### config.mk
export PLATFORM = sky130hd
export DESIGN_NAME = adc_register_device_with_comparator
export DESIGN_NICKNAME = d
export VERILOG_FILES = /design/src/design/adcrd_pkg.sv /design/src/design/adcrd_convert.sv /design/src/design/adc_register_device_with_comparator.sv
export SDC_FILE = /design/constraint.sdc
export NUM_CORES = 1
export LEC_CHECK = 0
export BUFFER_PORTS_ARGS = -buffer_cell sky130_fd_sc_hd__buf_4
export CORE_MARGIN = 5
export CORE_UTILIZATION = 63
export CTS_CLUSTER_DIAMETER = 120
export DETAILED_ROUTE_END_ITERATION = 12
export PLACE_DENSITY = 0.82
export SYNTH_ARGS = -nofsm -noshare
export SYNTH_HDL_FRONTEND = slang
export SYNTH_HIERARCHICAL = 1
export SYNTH_SLANG_ARGS = --single-unit
### constraint.sdc
create_clock -name clk -period 17.5 [get_ports clk]
set_input_delay 3.5 -clock clk [delete_from_list [all_inputs] [get_ports clk]]
set_output_delay 3.5 -clock clk [all_outputs]
set_load 0.03 [all_outputs]
### src/design/adcrd_pkg.sv
`timescale 1ns / 1ps
// ----------------------------------------------------------------------------
// adcrd_pkg
// Shared types, codes and tables for the 12-bit ADC register device with its
// window comparator.
// ----------------------------------------------------------------------------
package adcrd_pkg;

  // Kinds of input transactions.
  localparam logic [2:0] KIND_START = 3'd0;
  localparam logic [2:0] KIND_STOP  = 3'd1;
  localparam logic [2:0] KIND_WRITE = 3'd2;
  localparam logic [2:0] KIND_READ  = 3'd3;
  localparam logic [2:0] KIND_TICK  = 3'd4;

  // Register pointer values.
  localparam logic [1:0] PTR_CONVERSION = 2'd0;
  localparam logic [1:0] PTR_CONFIG     = 2'd1;
  localparam logic [1:0] PTR_LOW_THRESH = 2'd2;
  localparam logic [1:0] PTR_HIGH_THRESH = 2'd3;

  // Config word bit positions.
  localparam int CFG_LATCH    = 2;
  localparam int CFG_POLARITY = 3;
  localparam int CFG_WINDOW   = 4;
  localparam int CFG_SINGLE   = 8;
  localparam int CFG_START    = 15;

  // Comparator queue codes (config bits 1..0).
  localparam logic [1:0] QUEUE_ONE  = 2'd0;
  localparam logic [1:0] QUEUE_TWO  = 2'd1;
  localparam logic [1:0] QUEUE_FOUR = 2'd2;
  localparam logic [1:0] QUEUE_OFF  = 2'd3;

  // Full-scale range codes (config bits 11..9).
  localparam logic [2:0] RANGE_6144 = 3'd0;
  localparam logic [2:0] RANGE_4096 = 3'd1;
  localparam logic [2:0] RANGE_2048 = 3'd2;
  localparam logic [2:0] RANGE_1024 = 3'd3;
  localparam logic [2:0] RANGE_512  = 3'd4;

  // Input multiplexer codes (config bits 14..12).
  localparam logic [2:0] MUX_A0_A1 = 3'd0;
  localparam logic [2:0] MUX_A0_A3 = 3'd1;
  localparam logic [2:0] MUX_A1_A3 = 3'd2;
  localparam logic [2:0] MUX_A2_A3 = 3'd3;
  localparam logic [2:0] MUX_A0    = 3'd4;
  localparam logic [2:0] MUX_A1    = 3'd5;
  localparam logic [2:0] MUX_A2    = 3'd6;

  // Reset values of the register file.
  localparam logic [15:0] CONFIG_RESET    = 16'h8583;
  localparam logic [15:0] LOW_THR_RESET   = 16'h8000;
  localparam logic [15:0] HIGH_THR_RESET  = 16'h7fff;

  // Reciprocal of three in 2^-14 units; exact for magnitudes up to 6144.
  localparam logic [12:0] RECIP_THIRD = 13'd5462;

  // Bus phase, one-hot.
  typedef enum logic [3:0] {
    PH_IDLE    = 4'b0001,
    PH_STARTED = 4'b0010,
    PH_HIGH    = 4'b0100,
    PH_LOW     = 4'b1000
  } bus_phase_t;

  // Outcome of one conversion and comparator update.
  typedef struct packed {
    logic [11:0] code;
    logic [2:0]  over_count;
    logic        alert;
  } conv_result_t;

  // Full-scale range in millivolts for a range code.
  function automatic logic [13:0] full_scale(input logic [2:0] range_code);
    logic [13:0] fsr;
    case (range_code)
      RANGE_6144: fsr = 14'd6144;
      RANGE_4096: fsr = 14'd4096;
      RANGE_2048: fsr = 14'd2048;
      RANGE_1024: fsr = 14'd1024;
      RANGE_512:  fsr = 14'd512;
      default:    fsr = 14'd256;
    endcase
    return fsr;
  endfunction

endpackage

### src/design/adcrd_convert.sv
`timescale 1ns / 1ps
// ----------------------------------------------------------------------------
// adcrd_convert
// Conversion datapath: input selection, clamping to the full scale, scaling
// to a signed 12-bit code, and the traditional or window comparator.
// ----------------------------------------------------------------------------
module adcrd_convert (
  input  logic [15:0]                cfg,
  input  logic [15:0]                low_threshold,
  input  logic [15:0]                high_threshold,
  input  logic signed [13:0]         pin_a0,
  input  logic signed [13:0]         pin_a1,
  input  logic signed [13:0]         pin_a2,
  input  logic signed [13:0]         pin_a3,
  input  logic [2:0]                 over_count,
  input  logic                       alert_level,
  output adcrd_pkg::conv_result_t    result
);

  logic signed [14:0] a0_ext, a1_ext, a2_ext, a3_ext;
  logic signed [14:0] v_sel;
  logic signed [14:0] fsr_s;
  logic signed [14:0] v_clamp;
  logic        [14:0] neg_v;
  logic        [12:0] mag;
  logic        [25:0] prod;
  logic        [11:0] third;
  logic        [14:0] half_sum;
  logic        [11:0] code;
  logic signed [11:0] code_s, lo_s, hi_s;
  logic               above, below;
  logic        [2:0]  qlen;
  logic        [2:0]  cnt_inc;
  logic        [2:0]  cnt;
  logic               active;

  assign a0_ext = {pin_a0[13], pin_a0};
  assign a1_ext = {pin_a1[13], pin_a1};
  assign a2_ext = {pin_a2[13], pin_a2};
  assign a3_ext = {pin_a3[13], pin_a3};

  // Input multiplexer, single-ended or differential.
  always_comb begin
    case (cfg[14:12])
      adcrd_pkg::MUX_A0_A1: v_sel = a0_ext - a1_ext;
      adcrd_pkg::MUX_A0_A3: v_sel = a0_ext - a3_ext;
      adcrd_pkg::MUX_A1_A3: v_sel = a1_ext - a3_ext;
      adcrd_pkg::MUX_A2_A3: v_sel = a2_ext - a3_ext;
      adcrd_pkg::MUX_A0:    v_sel = a0_ext;
      adcrd_pkg::MUX_A1:    v_sel = a1_ext;
      adcrd_pkg::MUX_A2:    v_sel = a2_ext;
      default:              v_sel = a3_ext;
    endcase
  end

  // Clamp to [-fsr, fsr - 1].
  assign fsr_s = signed'({1'b0, adcrd_pkg::full_scale(cfg[11:9])});

  always_comb begin
    if (v_sel >= fsr_s) begin
      v_clamp = fsr_s - 15'sd1;
    end else if (v_sel < -fsr_s) begin
      v_clamp = -fsr_s;
    end else begin
      v_clamp = v_sel;
    end
  end

  // Division by three for the widest range works on the magnitude.
  assign neg_v    = -v_clamp;
  assign mag      = v_clamp[14] ? neg_v[12:0] : v_clamp[12:0];
  assign prod     = 26'(mag) * 26'(adcrd_pkg::RECIP_THIRD);
  assign third    = prod[25:14];
  // Halving rounds toward zero by adding one to negative values first.
  assign half_sum = v_clamp + {14'd0, v_clamp[14]};

  // Scale to 12 bits: code = v * 2048 / fsr, truncated toward zero.
  always_comb begin
    case (cfg[11:9])
      adcrd_pkg::RANGE_6144: code = v_clamp[14] ? (~third + 12'd1) : third;
      adcrd_pkg::RANGE_4096: code = half_sum[12:1];
      adcrd_pkg::RANGE_2048: code = v_clamp[11:0];
      adcrd_pkg::RANGE_1024: code = {v_clamp[10:0], 1'b0};
      adcrd_pkg::RANGE_512:  code = {v_clamp[9:0], 2'b0};
      default:               code = {v_clamp[8:0], 3'b0};
    endcase
  end

  // Comparator queue length.
  always_comb begin
    case (cfg[1:0])
      adcrd_pkg::QUEUE_ONE:  qlen = 3'd1;
      adcrd_pkg::QUEUE_TWO:  qlen = 3'd2;
      adcrd_pkg::QUEUE_FOUR: qlen = 3'd4;
      default:               qlen = 3'd0;
    endcase
  end

  assign code_s  = signed'(code);
  assign lo_s    = signed'(low_threshold[15:4]);
  assign hi_s    = signed'(high_threshold[15:4]);
  assign above   = code_s > hi_s;
  assign below   = code_s < lo_s;
  assign cnt_inc = over_count + 3'd1;
  assign active  = cfg[adcrd_pkg::CFG_POLARITY];

  // Over-threshold counter, window or hysteresis style, saturating at qlen.
  always_comb begin
    if (cfg[adcrd_pkg::CFG_WINDOW]) begin
      cnt = (above || below) ? cnt_inc : 3'd0;
    end else begin
      cnt = (above || over_count != 3'd0) ? cnt_inc : over_count;
      if (below) begin
        cnt = 3'd0;
      end
    end
    if (cnt > qlen) begin
      cnt = qlen;
    end
  end

  // Alert level; a disabled queue forces it inactive and keeps the counter.
  always_comb begin
    result.code = code;
    if (qlen == 3'd0) begin
      result.over_count = over_count;
      result.alert      = ~active;
    end else begin
      result.over_count = cnt;
      if (cnt >= qlen) begin
        result.alert = active;
      end else if (!cfg[adcrd_pkg::CFG_LATCH]) begin
        result.alert = ~active;
      end else begin
        result.alert = alert_level;
      end
    end
  end

endmodule

### src/design/adc_register_device_with_comparator.sv
`timescale 1ns / 1ps
// ----------------------------------------------------------------------------
// adc_register_device_with_comparator
// Byte-level register device of a 12-bit ADC with a window comparator.
// A transaction passes the input register, then the result register.
// Throughput: one transaction per cycle unless m_axis_tready holds a result;
// the state update and the conversion datapath sit in the one stage between.
// Reset (rst, synchronous): pipeline emptied, bus idle, registers to defaults.
// ----------------------------------------------------------------------------
module adc_register_device_with_comparator (
  input  logic        clk,
  input  logic        rst,
  // Input stream.
  input  logic        s_axis_tvalid,
  output logic        s_axis_tready,
  // tdata: data_byte[7:0], pin_a0[21:8], pin_a1[35:22], pin_a2[49:36],
  // pin_a3[63:50]
  input  logic [63:0] s_axis_tdata,
  // tuser: kind[2:0]
  input  logic [2:0]  s_axis_tuser,
  // Result stream.
  output logic        m_axis_tvalid,
  input  logic        m_axis_tready,
  // tdata: read_byte[7:0], acked[8], alert_out[9], zeros[15:10]
  output logic [15:0] m_axis_tdata,
  // Configuration write channel: polling_mode.
  input  logic        cfg_valid,
  output logic        cfg_ready,
  input  logic        cfg_data
);

  // Input register.
  logic        in_valid;
  logic [2:0]  in_kind;
  logic [7:0]  in_data;
  logic signed [13:0] in_a0, in_a1, in_a2, in_a3;

  // Result register.
  logic        out_valid;
  logic [15:0] out_data;

  // Device state.
  logic                  polling_mode;
  adcrd_pkg::bus_phase_t bus_phase, bus_phase_next;
  logic [1:0]  reg_pointer, reg_pointer_next;
  logic [15:0] conversion_reg, conversion_reg_next;
  logic [15:0] config_word, config_word_next;
  logic [15:0] low_threshold, low_threshold_next;
  logic [15:0] high_threshold, high_threshold_next;
  logic [2:0]  over_count, over_count_next;
  logic        alert_level, alert_level_next;

  // Item processing signals.
  logic        advance;
  logic [15:0] reg_cur;
  logic [15:0] wr_high, wr_low;
  logic        wr_en;
  logic [15:0] wr_val;
  logic [15:0] conv_cfg;
  logic        do_convert;
  logic [7:0]  rb;
  logic        ack;
  adcrd_pkg::conv_result_t conv_res;

  assign advance       = in_valid && (!out_valid || m_axis_tready);
  assign s_axis_tready = !in_valid || advance;
  assign m_axis_tvalid = out_valid;
  assign m_axis_tdata  = out_data;
  assign cfg_ready     = 1'b1;

  // Input register stage.
  always_ff @(posedge clk) begin
    if (rst) begin
      in_valid <= 1'b0;
    end else if (s_axis_tready) begin
      in_valid <= s_axis_tvalid;
    end
  end

  always_ff @(posedge clk) begin
    if (s_axis_tvalid && s_axis_tready) begin
      in_kind <= s_axis_tuser;
      in_data <= s_axis_tdata[7:0];
      in_a0   <= s_axis_tdata[21:8];
      in_a1   <= s_axis_tdata[35:22];
      in_a2   <= s_axis_tdata[49:36];
      in_a3   <= s_axis_tdata[63:50];
    end
  end

  // Polling mode register.
  always_ff @(posedge clk) begin
    if (rst) begin
      polling_mode <= 1'b0;
    end else if (cfg_valid && cfg_ready) begin
      polling_mode <= cfg_data;
    end
  end

  // Register addressed by the pointer.
  always_comb begin
    case (reg_pointer)
      adcrd_pkg::PTR_CONVERSION: reg_cur = conversion_reg;
      adcrd_pkg::PTR_CONFIG:     reg_cur = config_word;
      adcrd_pkg::PTR_LOW_THRESH: reg_cur = low_threshold;
      default:                   reg_cur = high_threshold;
    endcase
  end

  assign wr_high = {in_data, reg_cur[7:0]};
  assign wr_low  = {reg_cur[15:8], in_data};

  // Bus phase machine and register access.
  always_comb begin
    bus_phase_next   = bus_phase;
    reg_pointer_next = reg_pointer;
    wr_en            = 1'b0;
    wr_val           = wr_high;
    conv_cfg         = config_word;
    do_convert       = 1'b0;
    rb               = 8'd0;
    ack              = 1'b0;
    alert_level_next = alert_level;
    case (in_kind)
      adcrd_pkg::KIND_START: begin
        if (bus_phase == adcrd_pkg::PH_IDLE) begin
          bus_phase_next = adcrd_pkg::PH_STARTED;
        end
        ack = 1'b1;
      end
      adcrd_pkg::KIND_STOP: begin
        bus_phase_next = adcrd_pkg::PH_IDLE;
        ack            = 1'b1;
      end
      adcrd_pkg::KIND_WRITE: begin
        case (bus_phase)
          adcrd_pkg::PH_STARTED: begin
            reg_pointer_next = in_data[1:0];
            bus_phase_next   = adcrd_pkg::PH_HIGH;
            ack              = 1'b1;
          end
          adcrd_pkg::PH_HIGH: begin
            wr_en          = 1'b1;
            wr_val         = wr_high;
            bus_phase_next = adcrd_pkg::PH_LOW;
            ack            = 1'b1;
          end
          adcrd_pkg::PH_LOW: begin
            wr_en          = 1'b1;
            wr_val         = wr_low;
            bus_phase_next = adcrd_pkg::PH_HIGH;
            ack            = 1'b1;
            // A completed config write may start a conversion.
            if (reg_pointer == adcrd_pkg::PTR_CONFIG) begin
              conv_cfg = wr_low;
              if (wr_low[adcrd_pkg::CFG_START]) begin
                wr_val     = {1'b0, wr_low[14:0]};
                do_convert = 1'b1;
              end else if (!polling_mode && !wr_low[adcrd_pkg::CFG_SINGLE]) begin
                do_convert = 1'b1;
              end
            end
          end
          default: begin
          end
        endcase
      end
      adcrd_pkg::KIND_READ: begin
        case (bus_phase)
          adcrd_pkg::PH_STARTED: begin
            rb             = {6'd0, reg_pointer};
            bus_phase_next = adcrd_pkg::PH_HIGH;
            ack            = 1'b1;
          end
          adcrd_pkg::PH_HIGH: begin
            rb             = reg_cur[15:8];
            bus_phase_next = adcrd_pkg::PH_LOW;
            ack            = 1'b1;
          end
          adcrd_pkg::PH_LOW: begin
            rb             = reg_cur[7:0];
            bus_phase_next = adcrd_pkg::PH_HIGH;
            ack            = 1'b1;
            // Reading the conversion result releases a latched alert.
            if (reg_pointer == adcrd_pkg::PTR_CONVERSION &&
                config_word[1:0] != adcrd_pkg::QUEUE_OFF &&
                config_word[adcrd_pkg::CFG_LATCH]) begin
              alert_level_next = ~config_word[adcrd_pkg::CFG_POLARITY];
            end
          end
          default: begin
          end
        endcase
      end
      adcrd_pkg::KIND_TICK: begin
        if (polling_mode && !config_word[adcrd_pkg::CFG_SINGLE]) begin
          do_convert = 1'b1;
        end
      end
      default: begin
      end
    endcase

    // Register writes, then the conversion outcome.
    conversion_reg_next = conversion_reg;
    config_word_next    = config_word;
    low_threshold_next  = low_threshold;
    high_threshold_next = high_threshold;
    over_count_next     = over_count;
    if (wr_en) begin
      case (reg_pointer)
        adcrd_pkg::PTR_CONVERSION: conversion_reg_next = wr_val;
        adcrd_pkg::PTR_CONFIG:     config_word_next    = wr_val;
        adcrd_pkg::PTR_LOW_THRESH: low_threshold_next  = wr_val;
        default:                   high_threshold_next = wr_val;
      endcase
    end
    if (do_convert) begin
      conversion_reg_next = {conv_res.code, conversion_reg[3:0]};
      over_count_next     = conv_res.over_count;
      alert_level_next    = conv_res.alert;
    end
  end

  adcrd_convert u_convert (
    .cfg            (conv_cfg),
    .low_threshold  (low_threshold),
    .high_threshold (high_threshold),
    .pin_a0         (in_a0),
    .pin_a1         (in_a1),
    .pin_a2         (in_a2),
    .pin_a3         (in_a3),
    .over_count     (over_count),
    .alert_level    (alert_level),
    .result         (conv_res)
  );

  // State update, one item per advance.
  always_ff @(posedge clk) begin
    if (rst) begin
      bus_phase      <= adcrd_pkg::PH_IDLE;
      reg_pointer    <= adcrd_pkg::PTR_CONVERSION;
      conversion_reg <= 16'd0;
      config_word    <= adcrd_pkg::CONFIG_RESET;
      low_threshold  <= adcrd_pkg::LOW_THR_RESET;
      high_threshold <= adcrd_pkg::HIGH_THR_RESET;
      over_count     <= 3'd0;
      alert_level    <= 1'b1;
    end else if (advance) begin
      bus_phase      <= bus_phase_next;
      reg_pointer    <= reg_pointer_next;
      conversion_reg <= conversion_reg_next;
      config_word    <= config_word_next;
      low_threshold  <= low_threshold_next;
      high_threshold <= high_threshold_next;
      over_count     <= over_count_next;
      alert_level    <= alert_level_next;
    end
  end

  // Result register.
  always_ff @(posedge clk) begin
    if (rst) begin
      out_valid <= 1'b0;
    end else if (advance) begin
      out_valid <= 1'b1;
    end else if (m_axis_tready) begin
      out_valid <= 1'b0;
    end
  end

  always_ff @(posedge clk) begin
    if (advance) begin
      out_data <= {6'd0, alert_level_next, ack, rb};
    end
  end

endmodule

==> results of run 1 <==
through the flow:
| step | std cells | cell area (um2) | utilization (%) | setup slack [ns] |
|---|---|---|---|---|
| after floorplan | 1624 | 14700 | - | 1.59 |
| after global placement | 1952 | 15400 | 67.8 | 0.812 |
| after detailed placement | 1952 | 15400 | 67.8 | 0.578 |
| after CTS | 1984 | 16100 | 70.6 | 0.481 |
| after global routing | 1984 | 16100 | 70.8 | 0.0111 |
| final | 1984 | 16100 | 70.8 | 0.893 |
worst paths after layout:
kind	startpoint	to	depth (start not counted)	slack, ns
max reg2reg	config_word[12]$_SDFFE_PP0P_	alert_level$_SDFFE_PP1P_	80	0.89
max	config_word[12]$_SDFFE_PP0P_	alert_level$_SDFFE_PP1P_	80	0.89
min	config_word[7]$_SDFFE_PP1P_	config_word[7]$_SDFFE_PP1P_	1	0.47
min reg2reg	config_word[7]$_SDFFE_PP1P_	config_word[7]$_SDFFE_PP1P_	1	0.47
per-layer routing:
layer	vias to the layer above	global-route usage [%]	routed length [um]
met3	88	5.82	3350
met1	6021	40.0	16600
met2	625	48.9	18500
met4	0	8.31	843
li1	5885	-	-
met5	-	0	0
what timing repair did:
item / in CTS / in global routing
hold buffers: 0 / 0
resized for setup: 0 / 10
setup endpoints to repair: 0 / 2
layout make-up:
type / count / area, um2
clock buffer: 18 / 450
multi-input combinational: 1202 / 9790
inverter: 180 / 676
fill: 1727 / 6640
clock inverter: 14 / 201
timing repair buffer: 103 / 773
sequential: 154 / 3850
tap: 313 / 392
worst max-delay path, delay by kind of cell, from the launching register on:
family,cells,cell delay [ns]
flip-flops,1,0.52
XOR/XNOR,4,0.89
AND/OR/NAND/NOR,24,3.45
multiplexers,2,0.51
adder cells (fa/ha/maj),13,4.62
AO/OA/AOI/OAI,30,5.85
buffers and inverters,7,0.65
==> results_dict.tcl, run 1 <==
set metrics [dict create \
    detail_route.wirelength_um 39300 \
    timing_worst_setup_path_type "reg -> reg" \
    most-common-layout-cells "inv_1 (179), ha_1 (158), nor2_1 (156)" \
    syn_area_per_cell_um2 9.07 \
    critical_path.slowest_cell "fa_1" \
    rsz0062_at_grt "false" \
    antenna_violations_before_repair 0 \
    max_stage_delay_ns 0.55 \
    cap_violations 0 \
    ios 92 \
    dieHeight_um 163 \
    worstSetupStartpointType "flip-flop" \
    route.vias.total 12619 \
    largest_net_degree_at_the_start_of_global_routing 79 \
    clock_input_transition_at_the_sequential_cells_of_the_worst_setup_and_hold_paths_ns 0.08 \
    timing.fmax_ghz 0.0602 \
    detail_route.iter0.violations 1410 \
    floorplan.initialDensity_pct 64.4 \
    dp.final_hpwl_um 29600 \
    grt_use_total_pct 29.6 \
    floorplan.die_area_um2 26400 \
    timing.critical_path.arrival_ns 16.94 \
    ys_warn_count 6 \
    final-hold-violation-count 0 \
    route.detailed.wl_per_inst_um 19.8 \
    row_count 55 \
    clock_insertion_delay_worst_skew_ns 0.43 \
    post_cts.repair.setup_buffers 0 \
    syn-instance-count 1618 \
    count_of_buffers_inserted_at_the_top_level_ports 84 \
    most_common_library_cell_in_the_layout_ignoring_fill_and_taps "inv_1" \
    vias_per_cell 6.36 \
    finalNetCount 1936 \
    cts_inserted_buffers 17 \
    run_status "complete, no violations" \
    htree_levels 4 \
    timing.critical_path.mode_cell "a21oi_1" \
    maxSlewViolCount 0 \
    clockRootBuffer "clkbuf_16" \
    first_pass_iters 6 \
    grt_first_pass_wirelength_um 63600 \
    synthesis.area_um2 14700 \
    number_of_nets_with_antenna_violations_after_routing 0 \
    syn2layout_area_growth_pct 9.99 \
    drt_drc_violations_left 0 \
    globalRouteOverflowTotal 0 \
    timing.critical_path.fanout_max 14 \
    critical_path.endpoint_type "flip-flop" \
    grt_pass1_vias 12483 \
    antenna_cells 0 \
    ctsLongestPathBuffers 2 \
    timing.slew.headroom_pct 15.2 \
    data_required_time_at_the_worst_endpoint_ns 17.83 \
    cts_tree "built" \
    final.setup.tns_ns 0 \
    die_w_um 163 \
    last_weighted_congestion_value_of_the_routability_driven_placer 0.979 \
    tmin_final_ns 16.61 \
    final.hold.worst_slack_ns 0.473 \
    final.period_utilization_pct 94.9 \
    holdCritPathClass "reg -> reg" \
    clock_skew_ns 0.0177 \
    numClockSinks 154 \
    setup-violations-final 0 \
    design.core.area_um2 22800 \
    drive_above_1_share_pct 13.8 \
    tightestPinTransition_ns 1.27 \
]
Power of run 1 is left out: the tool's default activity adds up to more than one toggle a clock period on the data nets, which glitch-free logic cannot reach.
==> run 2, diff against run 1 <==
- GPL_TIMING_DRIVEN: unset -> 0
==> run 2 against run 1 <==
  * Final cell count grew 4.0%
  * Register-to-register slack gained 0.096 ns
  * Critical path type unchanged
  * Non-clock buffer count grew 80
  * Sequential cell count is the same
  * Highest routed layer unchanged
  * Sequential share of layout area shrank 0.83 points
  * Largest cell class unchanged
  * Core utilization grew 2.5 points
==> results_dict.tcl, run 2 (synthesis results as in run 1) <==
set metrics [dict create \
    most_common_library_cell_in_the_layout_ignoring_fill_and_taps "inv_1" \
    antenna_cells 0 \
    row_count 55 \
    final.period_utilization_pct 94.3 \
    route.vias.total 13155 \
    maxSlewViolCount 0 \
    combined_area_of_the_multi_input_logic_cells_um2 10000 \
    timing_worst_setup_path_type "reg -> reg" \
    tmin_final_ns 16.51 \
    clock_insertion_delay_worst_skew_ns 0.44 \
    final.hold.worst_slack_ns 0.471 \
    count_of_buffers_inserted_at_the_top_level_ports 83 \
    syn2layout_area_growth_pct 13.9 \
    max_stage_delay_ns 0.53 \
    finalNetCount 2016 \
    grt_pass1_vias 12840 \
    ctsLongestPathBuffers 2 \
    detail_route.iter0.violations 1623 \
    drt_drc_violations_left 0 \
    postLayoutSetupSlackWorst_ns 0.989 \
    detail_route.wirelength_um 42600 \
    worstSetupStartpointType "flip-flop" \
    vias_per_cell 6.37 \
    number_of_nets_with_antenna_violations_after_routing 0 \
    clock_input_transition_at_the_sequential_cells_of_the_worst_setup_and_hold_paths_ns 0.08 \
    timing.critical_path.arrival_ns 16.84 \
    largest_net_degree_at_the_start_of_global_routing 48 \
    dieHeight_um 163 \
    timing.slew.headroom_pct 33.3 \
    data_required_time_at_the_worst_endpoint_ns 17.83 \
    finish.utilization_pct 73.4 \
    placement.setup.worst_slack_ns -1.88 \
    antenna_violations_before_repair 0 \
    last_weighted_congestion_value_of_the_routability_driven_placer 0.963 \
    timing.critical_path.buf_inv 9 \
    grt_use_total_pct 31.8 \
    timing.critical_path.fanout_max 19 \
    htree_levels 4 \
    floorplan.die_area_um2 26400 \
    n_fill_cell 1681 \
    route.detailed.wl_per_inst_um 20.7 \
    holdCritPathClass "reg -> reg" \
    grt_first_pass_wirelength_um 67200 \
    seq_area_um2 3850 \
    cp_top_family "compound AO/OA/AOI/OAI gates" \
    cts_tree "built" \
    cts_inserted_buffers 17 \
    holdBufCountCts 0 \
    setup-violations-final 0 \
    run_status "complete, no violations" \
    ios 92 \
    clockRootBuffer "clkbuf_16" \
    globalRouteOverflowTotal 0 \
    numClockSinks 154 \
    die_w_um 163 \
    tightestPinTransition_ns 0.986 \
    floorplan.initialDensity_pct 64.4 \
    first_pass_iters 7 \
    dp.final_hpwl_um 33000 \
    clock_skew_ns 0.0178 \
    design.core.area_um2 22800 \
    final-hold-violation-count 0 \
    drive_above_1_share_pct 17.1 \
    timing.fmax_ghz 0.0606 \
    final.setup.tns_ns 0 \
    critical_path.endpoint_type "flip-flop" \
    critical_path.slowest_cell "fa_1" \
    most-common-layout-cells "inv_1 (179), ha_1 (157), nor2_1 (153)" \
    cap_violations 0 \
]
-- run 2: cell types whose count changed in the layout (fill, tap and decap cells not counted), moves of 4 or more --
| cell | delta |
|---|---|
| clkinv_8 | -4 |
| clkbuf_1 | +37 |
| buf_1 | +6 |
| clkbuf_4 | +4 |
| a21oi_1 | -5 |
| buf_2 | +17 |
| xnor2_1 | -6 |
| o21ai_0 | -7 |
| buf_4 | +8 |
| xnor2_2 | +6 |
| clkbuf_2 | +5 |
-- run 2: worst paths after layout --
path | startpoint | endpoint | slack [ns] | depth (start not counted)
worst min-delay path | config_word[7]$_SDFFE_PP1P_ | config_word[7]$_SDFFE_PP1P_ | 0.47 | 1
worst min register to register | config_word[7]$_SDFFE_PP1P_ | config_word[7]$_SDFFE_PP1P_ | 0.47 | 1
worst max-delay path | config_word[12]$_SDFFE_PP0P_ | alert_level$_SDFFE_PP1P_ | 0.99 | 81
worst max register to register | config_word[12]$_SDFFE_PP0P_ | alert_level$_SDFFE_PP1P_ | 0.99 | 81
-- run 2: cell type report --
| cell class | instances | area share, % |
|---|---|---|
| Buffer | 82 | 2.55 |
| Tap cell | 313 | 2.34 |
| Timing Repair Buffer | 101 | 4.60 |
| Sequential cell | 154 | 23.1 |
| Clock inverter | 14 | 0.913 |
| Inverter | 180 | 4.04 |
| Multi-Input combinational cell | 1202 | 59.9 |
| Clock buffer | 18 | 2.57 |
-- run 2: metrics by stage --
| stage | instances | cell area [um2] |
|---|---|---|
| after floorplan | 1624 | 14700 |
| after global routing | 2064 | 16700 |
| after global placement | 2020 | 15700 |
| after CTS | 2051 | 16400 |
| after detailed placement | 2021 | 15700 |
| final | 2064 | 16700 |
-- run 2: routing by layer --
metal  wire length (um)  part of all wire [%]  vias up  track usage (%)
met3               4270                    10      141             8.33
met4               1390                   3.3        0             11.4
met1              17700                    41     6224             43.0
li1                   -                     -     6058                -
met2              19300                    45      732             49.8
met5                  0                     0        -                0
-- run 2: timing repair --
action,CTS,global route
gates resized for setup,29,48
buffers inserted,0,16
pin swaps,0,14
hold endpoints to repair,0,0
setup endpoints to repair,5,2
Power of run 2 is left out for the same reason.
==> run 3, diff against run 2 <==
- BUFFER_PORTS_ARGS: -buffer_cell sky130_fd_sc_hd__buf_4 -> -buffer_cell sky130_fd_sc_hd__buf_2
==> run 3 against run 2 <==
  * Register-to-register slack lost 0.21 ns
  * First-iteration DRC count shrank 15%
  * Non-clock buffer count grew 3
  * Critical path type unchanged
  * Maximum frequency shrank 1.3%
  * Die area is the same
  * Routed wire length shrank 2.9%
  * Sequential cell count is the same
  * Global-route usage shrank 0.72 points
==> results_dict.tcl, run 3 (synthesis results as in run 1) <==
set metrics [dict create \
    n_fill_cell 1697 \
    data_required_time_at_the_worst_endpoint_ns 17.83 \
    detail_route.iter0.violations 1384 \
    largest_net_degree_at_the_start_of_global_routing 47 \
    final.setup.tns_ns 0 \
    finish.utilization_pct 72.6 \
    detail_route.wirelength_um 41400 \
    most_common_library_cell_in_the_layout_ignoring_fill_and_taps "inv_1" \
    critical_path.slowest_cell "fa_1" \
    most-common-layout-cells "inv_1 (178), ha_1 (158), nor2_1 (153)" \
    cap_violations 0 \
    critical_path.endpoint_type "flip-flop" \
    dp.final_hpwl_um 32000 \
    route.detailed.wl_per_inst_um 20.0 \
    r2r_slack_ns 0.77 \
    run_status "complete, no violations" \
    timing_worst_setup_path_type "reg -> reg" \
    worst_r2r_path_depth 83 \
    placed_cells 2021 \
    drt_drc_violations_left 0 \
    timing.critical_path.fanout_max 19 \
    timing.fmax_ghz 0.0598 \
    first_pass_iters 6 \
    worst_hold_path.num_cells 1 \
    timing.critical_path.mode_cell "ha_1" \
    max_stage_delay_ns 0.51 \
    numClockSinks 154 \
    tightestPinTransition_ns 1.31 \
    row_count 55 \
    vias_per_cell 6.31 \
    regToRegStartpoint "config_word[12]$_SDFFE_PP0P_" \
    timing.hold.worst.start "high_threshold[3]$_SDFFE_PP1P_" \
    drive_above_1_share_pct 17.3 \
    grt_use_total_pct 31.1 \
    tmin_final_ns 16.73 \
    holdBufCountCts 0 \
    final_cell_count_no_fill 2067 \
    timing.slew.headroom_pct 12.8 \
    clock_skew_ns 0.0251 \
    placement.setup.worst_slack_ns -1.77 \
    final.period_utilization_pct 95.6 \
    holdCritPathClass "reg -> reg" \
    floorplan.initialDensity_pct 64.4 \
    worstSetupStartpointType "flip-flop" \
    last_weighted_congestion_value_of_the_routability_driven_placer 0.994 \
    floorplan.die_area_um2 26400 \
    maxSlewViolCount 0 \
    ctsLongestPathBuffers 2 \
    globalRouteOverflowTotal 0 \
    syn2layout_area_growth_pct 12.7 \
    reg2reg_to "alert_level$_SDFFE_PP1P_" \
    route.vias.total 13045 \
    ios 92 \
    final-hold-violation-count 0 \
    setup-violations-final 0 \
    count_of_buffers_inserted_at_the_top_level_ports 83 \
    number_of_nets_with_antenna_violations_after_routing 0 \
    clock_input_transition_at_the_sequential_cells_of_the_worst_setup_and_hold_paths_ns 0.08 \
    die_w_um 163 \
    dieHeight_um 163 \
    grt_first_pass_wirelength_um 66300 \
    cts_inserted_buffers 17 \
    grt_pass1_vias 12884 \
    antenna_violations_before_repair 0 \
    finalNetCount 2019 \
    antenna_cells 0 \
    clock_insertion_delay_worst_skew_ns 0.44 \
    hold_worst_path_end "high_threshold[3]$_SDFFE_PP1P_" \
    cts_tree "built" \
    design.core.area_um2 22800 \
    postLayoutSetupSlackWorst_ns 0.775 \
    htree_levels 4 \
    clockRootBuffer "clkbuf_16" \
    timing.critical_path.arrival_ns 17.05 \
]
-- run 3: cell types whose count changed in the layout (fill, tap and decap cells not counted), moves of 2 or more --
| cell | change |
|---|---|
| buf_2 | +84 |
| buf_4 | -78 |
| clkbuf_4 | -2 |
| clkinv_8 | -2 |
| inv_4 | +3 |
| inv_8 | -2 |
| o21ai_1 | -2 |
| o21ai_4 | +2 |
-- run 3: how the worst max path moves through the flow --
stage                                      start                  endpoint  slack [ns]  cells after the start
finish              config_word[12]$_SDFFE_PP0P_  alert_level$_SDFFE_PP1P_        0.77                     83
global route        config_word[12]$_SDFFE_PP0P_  alert_level$_SDFFE_PP1P_       -0.07                     87
CTS                 config_word[14]$_SDFFE_PP0P_  alert_level$_SDFFE_PP1P_        0.02                     82
detailed placement  config_word[12]$_SDFFE_PP0P_  alert_level$_SDFFE_PP1P_       -1.77                     81
floorplan           config_word[12]$_SDFFE_PP0P_  alert_level$_SDFFE_PP1P_        1.59                     85
global placement    config_word[12]$_SDFFE_PP0P_  alert_level$_SDFFE_PP1P_       -1.38                     82
-- run 3: critical path, delay by kind of cell (launching register included) --
kind	cells	cell delay, ns
flip-flops	1	0.38
AO/OA/AOI/OAI	35	6.47
multiplexers	3	0.78
XOR/XNOR	3	0.65
buffers and inverters	8	1.04
AND/OR/NAND/NOR	22	3.22
adder cells (fa/ha/maj)	12	4.09
-- run 3: layer usage --
layer | up-vias | track usage, % | part of all wire, %
met5 | - | 1.14 | 0.082
met4 | 2 | 9.30 | 2.4
met3 | 104 | 6.96 | 10
met2 | 706 | 49.4 | 46
met1 | 6163 | 42.8 | 41
li1 | 6070 | - | -
-- run 3: what timing repair did --
action / 4_1_cts / 5_1_grt
resized for setup: 25 / 52
buffers inserted: 1 / 20
setup endpoints to repair: 5 / 2
pin swaps: 2 / 14
cloned: 0 / 0
-- run 3: layout make-up --
cell class	count	area [um2]	area share, %
Buffer	81	413	2.50
Tap cell	313	392	2.37
Clock inverter	14	126	0.764
Clock buffer	18	429	2.59
Multi-Input combinational cell	1202	10000	60.7
Timing Repair Buffer	105	606	3.66
Inverter	180	676	4.08
Sequential cell	154	3850	23.3
-- run 3: metrics by stage --
step,hold slack [ns],cell area [um2]
2_1_floorplan,0.430,14700
3_3_place_gp,0.444,15500
3_5_place_dp,0.449,15500
4_1_cts,0.465,16200
5_1_grt,0.483,16500
6_report,0.467,16500
Power of run 3 is left out for the same reason.
